File: src/design/rcs_pkg.sv
`default_nettype none
// ----------------------------------------------------------------------------
// rcs_pkg
// Shared types and constants for the ring cadence sequencer.
// ----------------------------------------------------------------------------
package rcs_pkg;

    localparam int TIME_BITS_DEF = 32;
    localparam int MAX_RINGS_DEF = 8;

    localparam int STAMP_W   = 32;
    localparam int RING_W    = 4;
    localparam int PCT_W     = 7;
    localparam int MS_W      = 16;
    localparam int PHASE_W   = 3;
    localparam int CFG_IDX_W = 2;

    localparam int IN_FIELDS_W  = 2 * STAMP_W + RING_W + PCT_W;
    localparam int IN_TDATA_W   = ((IN_FIELDS_W + 7) / 8) * 8;
    localparam int OUT_FIELDS_W = 1 + PHASE_W + 1 + RING_W;
    localparam int OUT_TDATA_W  = ((OUT_FIELDS_W + 7) / 8) * 8;

    localparam logic [PCT_W-1:0] CUT_PERCENT = PCT_W'(70);

    localparam logic [MS_W-1:0] RING_ON_RST  = MS_W'(2000);
    localparam logic [MS_W-1:0] SHORT_RST    = MS_W'(500);
    localparam logic [MS_W-1:0] RING_OFF_RST = MS_W'(4000);
    localparam logic [MS_W-1:0] PAUSE_RST    = MS_W'(1000);

    typedef enum logic [PHASE_W-1:0] {
        PH_IDLE     = 3'd0,
        PH_RING_ON  = 3'd1,
        PH_RING_OFF = 3'd2,
        PH_PAUSE    = 3'd3,
        PH_WAITING  = 3'd4
    } phase_t;

    typedef enum logic [CFG_IDX_W-1:0] {
        CFG_RING_ON  = 2'd0,
        CFG_SHORT    = 2'd1,
        CFG_RING_OFF = 2'd2,
        CFG_PAUSE    = 2'd3
    } cfg_idx_t;

    typedef struct packed {
        logic [MS_W-1:0] ring_on_ms;
        logic [MS_W-1:0] short_ring_ms;
        logic [MS_W-1:0] ring_off_ms;
        logic [MS_W-1:0] pause_ms;
    } cfg_t;

    typedef struct packed {
        logic [RING_W-1:0] ring_number;
        logic              call_active;
        phase_t            phase;
        logic              relay_on;
    } res_t;

endpackage
`default_nettype wire

File: src/design/rcs_cfg_regs.sv
`default_nettype none
// ----------------------------------------------------------------------------
// rcs_cfg_regs
// Timing register file, written through the configuration channel.
// ----------------------------------------------------------------------------
module rcs_cfg_regs (
    input  wire logic                          aclk,
    input  wire logic                          aresetn,
    input  wire logic                          wr_en,
    input  wire logic [rcs_pkg::CFG_IDX_W-1:0] wr_index,
    input  wire logic [rcs_pkg::MS_W-1:0]      wr_data,
    output rcs_pkg::cfg_t                      cfg
);
    import rcs_pkg::*;

    cfg_t cfg_reg;
    cfg_t cfg_next;

    always_comb begin
        cfg_next = cfg_reg;
        if (wr_en) begin
            unique case (cfg_idx_t'(wr_index))
                CFG_RING_ON:  cfg_next.ring_on_ms    = wr_data;
                CFG_SHORT:    cfg_next.short_ring_ms = wr_data;
                CFG_RING_OFF: cfg_next.ring_off_ms   = wr_data;
                CFG_PAUSE:    cfg_next.pause_ms      = wr_data;
                default:      cfg_next = cfg_reg;
            endcase
        end
    end

    always_ff @(posedge aclk) begin
        if (!aresetn) begin
            cfg_reg.ring_on_ms    <= RING_ON_RST;
            cfg_reg.short_ring_ms <= SHORT_RST;
            cfg_reg.ring_off_ms   <= RING_OFF_RST;
            cfg_reg.pause_ms      <= PAUSE_RST;
        end else begin
            cfg_reg <= cfg_next;
        end
    end

    assign cfg = cfg_reg;

endmodule
`default_nettype wire

File: src/design/rcs_core.sv
`default_nettype none
// ----------------------------------------------------------------------------
// rcs_core
// Cadence state machine: phase, timestamps and ring counters, one request per step.
// ----------------------------------------------------------------------------
module rcs_core #(
    parameter int TIME_BITS = rcs_pkg::TIME_BITS_DEF,
    parameter int MAX_RINGS = rcs_pkg::MAX_RINGS_DEF
) (
    input  wire logic                        aclk,
    input  wire logic                        aresetn,
    input  wire logic                        step,
    input  wire rcs_pkg::cfg_t               cfg,
    input  wire logic                        operation,
    input  wire logic [rcs_pkg::STAMP_W-1:0] now_ms,
    input  wire logic [rcs_pkg::STAMP_W-1:0] wait_draw_ms,
    input  wire logic [rcs_pkg::RING_W-1:0]  ring_draw,
    input  wire logic [rcs_pkg::PCT_W-1:0]   percent_draw,
    output rcs_pkg::res_t                    res
);
    import rcs_pkg::*;

    phase_t              phase_reg, phase_next;
    logic [TIME_BITS-1:0] last_change_reg, last_change_next;
    logic [TIME_BITS-1:0] wait_len_reg, wait_len_next;
    logic [RING_W-1:0]   ring_index_reg, ring_index_next;
    logic [RING_W-1:0]   ring_total_reg, ring_total_next;
    logic                final_short_reg, final_short_next;
    logic                relay_reg, relay_next;

    logic [TIME_BITS-1:0] now_t;
    logic [TIME_BITS-1:0] wdraw_t;
    logic [TIME_BITS-1:0] elapsed;
    logic [MS_W-1:0]      on_len;
    logic                 on_done, off_done, pause_done, wait_done;
    logic                 last_ring;
    logic [RING_W-1:0]    ring_clamp;
    logic                 short_draw;
    logic                 active;

    assign now_t   = TIME_BITS'(now_ms);
    assign wdraw_t = TIME_BITS'(wait_draw_ms);
    assign elapsed = now_t - last_change_reg;

    assign on_len = (final_short_reg && (ring_index_reg == ring_total_reg))
                    ? cfg.short_ring_ms : cfg.ring_on_ms;
    assign on_done    = elapsed >= TIME_BITS'(on_len);
    assign off_done   = elapsed >= TIME_BITS'(cfg.ring_off_ms);
    assign pause_done = elapsed >= TIME_BITS'(cfg.pause_ms);
    assign wait_done  = elapsed >= wait_len_reg;
    assign last_ring  = ring_index_reg >= ring_total_reg;

    always_comb begin
        if (ring_draw == '0) begin
            ring_clamp = RING_W'(1);
        end else if (ring_draw > RING_W'(MAX_RINGS)) begin
            ring_clamp = RING_W'(MAX_RINGS);
        end else begin
            ring_clamp = ring_draw;
        end
    end

    assign short_draw = (ring_clamp > RING_W'(1)) && (percent_draw < CUT_PERCENT);

    // next phase
    always_comb begin
        phase_next = phase_reg;
        if (operation) begin
            phase_next = PH_IDLE;
        end else begin
            unique case (phase_reg)
                PH_RING_ON: begin
                    if (on_done) phase_next = last_ring ? PH_PAUSE : PH_RING_OFF;
                end
                PH_RING_OFF: begin
                    if (off_done) phase_next = PH_RING_ON;
                end
                PH_PAUSE: begin
                    if (pause_done) phase_next = PH_WAITING;
                end
                PH_WAITING: begin
                    if (wait_done) phase_next = PH_IDLE;
                end
                default: begin
                    phase_next = wait_done ? PH_RING_ON : PH_IDLE;
                end
            endcase
        end
    end

    // timestamps, counters and relay
    always_comb begin
        last_change_next = last_change_reg;
        wait_len_next    = wait_len_reg;
        ring_index_next  = ring_index_reg;
        ring_total_next  = ring_total_reg;
        final_short_next = final_short_reg;
        relay_next       = relay_reg;
        if (operation) begin
            relay_next       = 1'b0;
            wait_len_next    = wdraw_t;
            last_change_next = now_t;
        end else begin
            unique case (phase_reg)
                PH_RING_ON: begin
                    if (on_done) begin
                        relay_next       = 1'b0;
                        last_change_next = now_t;
                    end
                end
                PH_RING_OFF: begin
                    if (off_done) begin
                        ring_index_next  = ring_index_reg + RING_W'(1);
                        relay_next       = 1'b1;
                        last_change_next = now_t;
                    end
                end
                PH_PAUSE, PH_WAITING: begin
                    if ((phase_reg == PH_PAUSE) ? pause_done : wait_done) begin
                        wait_len_next    = wdraw_t;
                        last_change_next = now_t;
                    end
                end
                default: begin
                    if (wait_done) begin
                        ring_total_next  = ring_clamp;
                        ring_index_next  = RING_W'(1);
                        final_short_next = short_draw;
                        relay_next       = 1'b1;
                        last_change_next = now_t;
                    end
                end
            endcase
        end
    end

    always_ff @(posedge aclk) begin
        if (!aresetn) begin
            phase_reg       <= PH_IDLE;
            last_change_reg <= '0;
            wait_len_reg    <= '0;
            ring_index_reg  <= '0;
            ring_total_reg  <= '0;
            final_short_reg <= 1'b0;
            relay_reg       <= 1'b0;
        end else if (step) begin
            phase_reg       <= phase_next;
            last_change_reg <= last_change_next;
            wait_len_reg    <= wait_len_next;
            ring_index_reg  <= ring_index_next;
            ring_total_reg  <= ring_total_next;
            final_short_reg <= final_short_next;
            relay_reg       <= relay_next;
        end
    end

    assign active = (phase_next == PH_RING_ON) || (phase_next == PH_RING_OFF) ||
                    (phase_next == PH_PAUSE);

    assign res.relay_on    = relay_next;
    assign res.phase       = phase_next;
    assign res.call_active = active;
    assign res.ring_number = active ? ring_index_next : '0;

endmodule
`default_nettype wire

File: src/design/ring_cadence_sequencer_unit.sv
`default_nettype none
// a request is taken into the input register, then its result into the result register on m_tdata
// throughput: one request per cycle while the result register is not stalled by m_tready low
// the result register frees s_tready whenever m_tready is high or the register is empty
// reset: synchronous on aresetn low; phase idle, timestamps and counters zero, relay off
// timing registers return to 2000, 500, 4000 and 1000 ms on reset
// ----------------------------------------------------------------------------
// ring_cadence_sequencer_unit
// Telephone ring cadence sequencer with stream in/out and a register write port.
// ----------------------------------------------------------------------------
module ring_cadence_sequencer_unit #(
    parameter int TIME_BITS = rcs_pkg::TIME_BITS_DEF,
    parameter int MAX_RINGS = rcs_pkg::MAX_RINGS_DEF
) (
    input  wire logic                            aclk,
    input  wire logic                            aresetn,
    input  wire logic                            s_tvalid,
    output      logic                            s_tready,
    // now_ms[31:0], wait_draw_ms[63:32], ring_draw[67:64], percent_draw[74:68], zero pad
    input  wire logic [rcs_pkg::IN_TDATA_W-1:0]  s_tdata,
    // operation
    input  wire logic                            s_tuser,
    output      logic                            m_tvalid,
    input  wire logic                            m_tready,
    // relay_on[0], phase[3:1], call_active[4], ring_number[8:5], zero pad
    output      logic [rcs_pkg::OUT_TDATA_W-1:0] m_tdata,
    input  wire logic                            cfg_valid,
    output      logic                            cfg_ready,
    input  wire logic [rcs_pkg::CFG_IDX_W-1:0]   cfg_index,
    input  wire logic [rcs_pkg::MS_W-1:0]        cfg_data
);
    import rcs_pkg::*;

    logic                   in_valid_reg;
    logic                   in_op_reg;
    logic [IN_TDATA_W-1:0]  in_data_reg;
    logic                   out_valid_reg;
    res_t                   out_res_reg;
    logic                   advance;
    logic                   step;
    cfg_t                   cfg;
    res_t                   res;

    assign advance   = !out_valid_reg || m_tready;
    assign s_tready  = !in_valid_reg || advance;
    assign step      = in_valid_reg && advance;
    assign cfg_ready = 1'b1;

    always_ff @(posedge aclk) begin
        if (!aresetn) begin
            in_valid_reg <= 1'b0;
        end else if (s_tready) begin
            in_valid_reg <= s_tvalid;
        end
    end

    always_ff @(posedge aclk) begin
        if (s_tvalid && s_tready) begin
            in_op_reg   <= s_tuser;
            in_data_reg <= s_tdata;
        end
    end

    rcs_cfg_regs u_cfg (
        .aclk     (aclk),
        .aresetn  (aresetn),
        .wr_en    (cfg_valid && cfg_ready),
        .wr_index (cfg_index),
        .wr_data  (cfg_data),
        .cfg      (cfg)
    );

    rcs_core #(
        .TIME_BITS (TIME_BITS),
        .MAX_RINGS (MAX_RINGS)
    ) u_core (
        .aclk         (aclk),
        .aresetn      (aresetn),
        .step         (step),
        .cfg          (cfg),
        .operation    (in_op_reg),
        .now_ms       (in_data_reg[STAMP_W-1:0]),
        .wait_draw_ms (in_data_reg[2*STAMP_W-1:STAMP_W]),
        .ring_draw    (in_data_reg[2*STAMP_W+RING_W-1:2*STAMP_W]),
        .percent_draw (in_data_reg[IN_FIELDS_W-1:2*STAMP_W+RING_W]),
        .res          (res)
    );

    always_ff @(posedge aclk) begin
        if (!aresetn) begin
            out_valid_reg <= 1'b0;
        end else if (advance) begin
            out_valid_reg <= in_valid_reg;
        end
    end

    always_ff @(posedge aclk) begin
        if (step) begin
            out_res_reg <= res;
        end
    end

    assign m_tvalid = out_valid_reg;
    assign m_tdata  = {{(OUT_TDATA_W-OUT_FIELDS_W){1'b0}}, out_res_reg};

endmodule
`default_nettype wire

File: config.mk
export PLATFORM = sky130hd
export DESIGN_NAME = ring_cadence_sequencer_unit
export DESIGN_NICKNAME = d
export VERILOG_FILES = /design/src/design/rcs_pkg.sv /design/src/design/rcs_cfg_regs.sv /design/src/design/rcs_core.sv /design/src/design/ring_cadence_sequencer_unit.sv
export SDC_FILE = /design/constraint.sdc
export NUM_CORES = 1
export LEC_CHECK = 0
export ABC_AREA = 1
export ABC_CLOCK_PERIOD_IN_PS = 6100
export BUFFER_PORTS_ARGS = -buffer_cell sky130_fd_sc_hd__clkbuf_2
export CELL_PAD_IN_SITES_DETAIL_PLACEMENT = 1
export CELL_PAD_IN_SITES_GLOBAL_PLACEMENT = 1
export CORE_MARGIN = 2
export CORE_UTILIZATION = 48
export CTS_CLUSTER_DIAMETER = 30
export CTS_CLUSTER_SIZE = 25
export DETAILED_ROUTE_END_ITERATION = 10
export GPL_TIMING_DRIVEN = 0
export HOLD_SLACK_MARGIN = 0.08
export PLACE_DENSITY_LB_ADDON = 0.1
export REMOVE_ABC_BUFFERS = 1
export SLEW_MARGIN = 15
export SYNTH_ARGS = -nofsm -noshare
export SYNTH_HDL_FRONTEND = slang
export SYNTH_SLANG_ARGS = --single-unit
File: constraint.sdc
create_clock -name aclk -period 6.1 [get_ports aclk]
set_input_delay 1.22 -clock aclk [delete_from_list [all_inputs] [get_ports aclk]]
set_output_delay 1.22 -clock aclk [all_outputs]
set_load 0.1 [all_outputs]
==> results.tsv <==
metric	value	unit
gp_congestion	0.917	
slew_viol_final	0	
fin_cells	2311	
seq_power_share	0.289	
drc	0	
ys_seq_area_frac	0.407	
status	finished clean	
arrival	5.86	ns
antenna_cells	0	
ys_top_cells_by_count	526 x nand2_1, 284 x inv_1, 251 x nor2_1	
finClkSkew	0.0307	ns
required	6.52	ns
num_rows	60	
yosysTopAreaCell	dfxtp_1	
post-route-min-period	5.44	ns
via_per_inst	5.16	
min_path_type	reg2reg	
hold_viol	0	
wirelength	38400	um
combPwrFrac	0.248	
setup_viol	0	
hold_path_depth	2	
rsz0062_at_grt	no	
r2r_slack	0.66	ns
rr_worst_depth	23	
ys.flop_type	dfxtp_1	
synth_warnings	0	
clk_pin_slew	0.05	ns
grt_pass1_vias	12700	
drtIter0Drc	423	
grt_usage	0.269	
worstPathMaxFanout	64	
p_total	5.98	mW
largest_register_ffs	74	
async_reset_ff_frac	0	
cap_violations	0	
core_area	0.0270	mm2
hold-path-endpoint	u_cfg.cfg[12]	
startpoint_type	register	
synthCells	1803	
ys_types	45	
cts_sinks	227	
r2r_start	in_data_reg[0]	
fin_util	0.583	
ys_top_cells_by_area	dfxtp_1 22%, edfxtp_1 19%, nand2_1 15%	
swShare	0.325	
clk_path_buf_depth	3	
grt_max_degree	90	
ios	123	
numCtsBuffers	52	
post-place-ws	0.760	ns
wl_per_cell	16.6	um
min_from	u_cfg.cfg[12]	
p_leak	8.19	nW
hold_ws	0.460	ns
syn_to_final_growth	19.3	%
yosysMostFrequentCell	nand2_1	
antenna_found_initial	0	
fin_tns_setup	0	ns
fillCellCount	3442	
clk_latency	0.56	ns
die_width	170	um
drive_gt1_frac	0.112	
end_kind	register	
slew_headroom	0.189	
port_buffers	108	
syn_area	0.0132	mm2
cts_tree	yes	
fin_crit_sh	0.891	
dp.cells	2214	
synth_top_area_frac	0.217	
p_per_area	380	mW/mm2
fmax	184	MHz
clock-root-buffer	clkbuf_16	
crit_type	reg2reg	
die_area	0.0289	mm2
r2r_end	u_core.last_change_reg[19]	
irDropWorstVdd	0.271	mV
postLayoutCellArea	0.0158	mm2
overflow	0	
p_int	4.04	mW
ys_ff_latch	227	
floorplan.initialDensity	0.489	
synth-edff-count	84	
dp_hpwl	27400	um
setup_ws	0.662	ns
ant_nets	0	
htree_levels	2	
layout.nets	2148	
grt_pass1_wl	61600	um
vias	11900	
place_area	0.0140	mm2
firstDrtPassIters	5	
die_h	170	um
pwr-share-clk	0.463	
syn_area_per_cell	7.33	um2
p_sw	1.94	mW
ctsHoldBuffers	0	
max_slew.worst_pin.slew	1.21	ns
==> critical path, stage by stage (launching register included) <==
cell and delay, ns:
edfxtp_1 0.44, inv_1 0.09, ha_1 0.14, inv_1 0.10, fa_1 0.47, nand3_1 0.14
nand3_2 0.14, nand2_1 0.11, nand2_1 0.14, nand2_1 0.09, nand2_1 0.10, xor2_1 0.61
ha_1 0.25, nand4_1 0.15, nor3_1 0.25, nand2_1 0.10, nand2_1 0.07, nand2_1 0.05
nand3_1 0.31, nor3_1 0.11, nor2_2 0.17, nand4_4 0.73, nor2_1 0.40, nor2_1 0.09
==> placed cells by master (no fill, tap or decap), types with 9 or more instances in the layout <==
cell type	count
edfxtp_1	84
dfxtp_1	143
clkinv_4	9
mux2i_1	15
nor2_1	251
inv_1	283
nand3_1	54
nand4_1	20
clkinv_2	9
ha_1	116
o21ai_0	75
a21oi_1	97
xor2_1	17
clkbuf_1	10
clkbuf_16	53
clkbuf_2	107
o211ai_1	11
nand2_1	526
==> power groups by stage <==
stage                     Sequential (mW)  Combinational [mW]  Clock [mW]
final                                1.73                1.48        2.77
after global placement               1.75                1.34           0
after CTS                            1.73                1.48        2.82
after global routing                 1.74                1.68        2.89
after floorplan                      1.78               0.976           0
after detailed placement             1.76                1.44           0
==> kinds of logic (layout without fill, tap and decap cells) <==
group / Yosys count / count (layout) / synth area share
xor gates and xnor gates: 17 / 17 / 0.0113
adders and majority gates: 117 / 117 / 0.111
muxes: 15 / 15 / 0.0114
DFF: 227 / 227 / 0.407
buffers and inverters: 336 / 497 / 0.104
other: 2 / 8 / 0.000568
AOI/OAI and AO/OA: 202 / 202 / 0.0828
and+or+nand+nor: 887 / 887 / 0.271
==> worst max path at each step <==
stage | from | endpoint | depth (start not counted)
after floorplan | m_tready | in_data_reg[0] | 4
after global placement | aresetn | u_cfg.cfg[9] | 4
after detailed placement | in_data_reg[0] | u_core.last_change_reg[26] | 26
after CTS | in_data_reg[0] | u_core.last_change_reg[19] | 26
after global routing | in_data_reg[0] | u_core.last_change_reg[23] | 24
final | in_data_reg[0] | u_core.last_change_reg[19] | 23
==> final cells by class <==
type	instances	area, um2	share of cell area
well taps	341	427	0.0271
clock inverters	29	345	0.0219
clock buffers	68	1430	0.0909
repair buffers	110	597	0.0379
multi-input cells	1246	6490	0.411
flip-flops and latches	227	5390	0.342
inverters	290	1090	0.0692
==> per-layer routing <==
metal / GRT usage / vias up / part of all wire
met5: 0 / - / 0
met3: 0.0388 / 100 / 0.028
met2: 0.519 / 212 / 0.52
met1: 0.290 / 5655 / 0.41
li1: - / 5947 / -
met4: 0.117 / 0 / 0.040
==> timing repair <==
| action | 4_1_cts | 5_1_grt |
|---|---|---|
| setup endpoints to repair | 0 | 1 |
| gates resized for setup | 0 | 1 |
| buffers inserted | 0 | 0 |
Power figures use the tool's default switching activity.
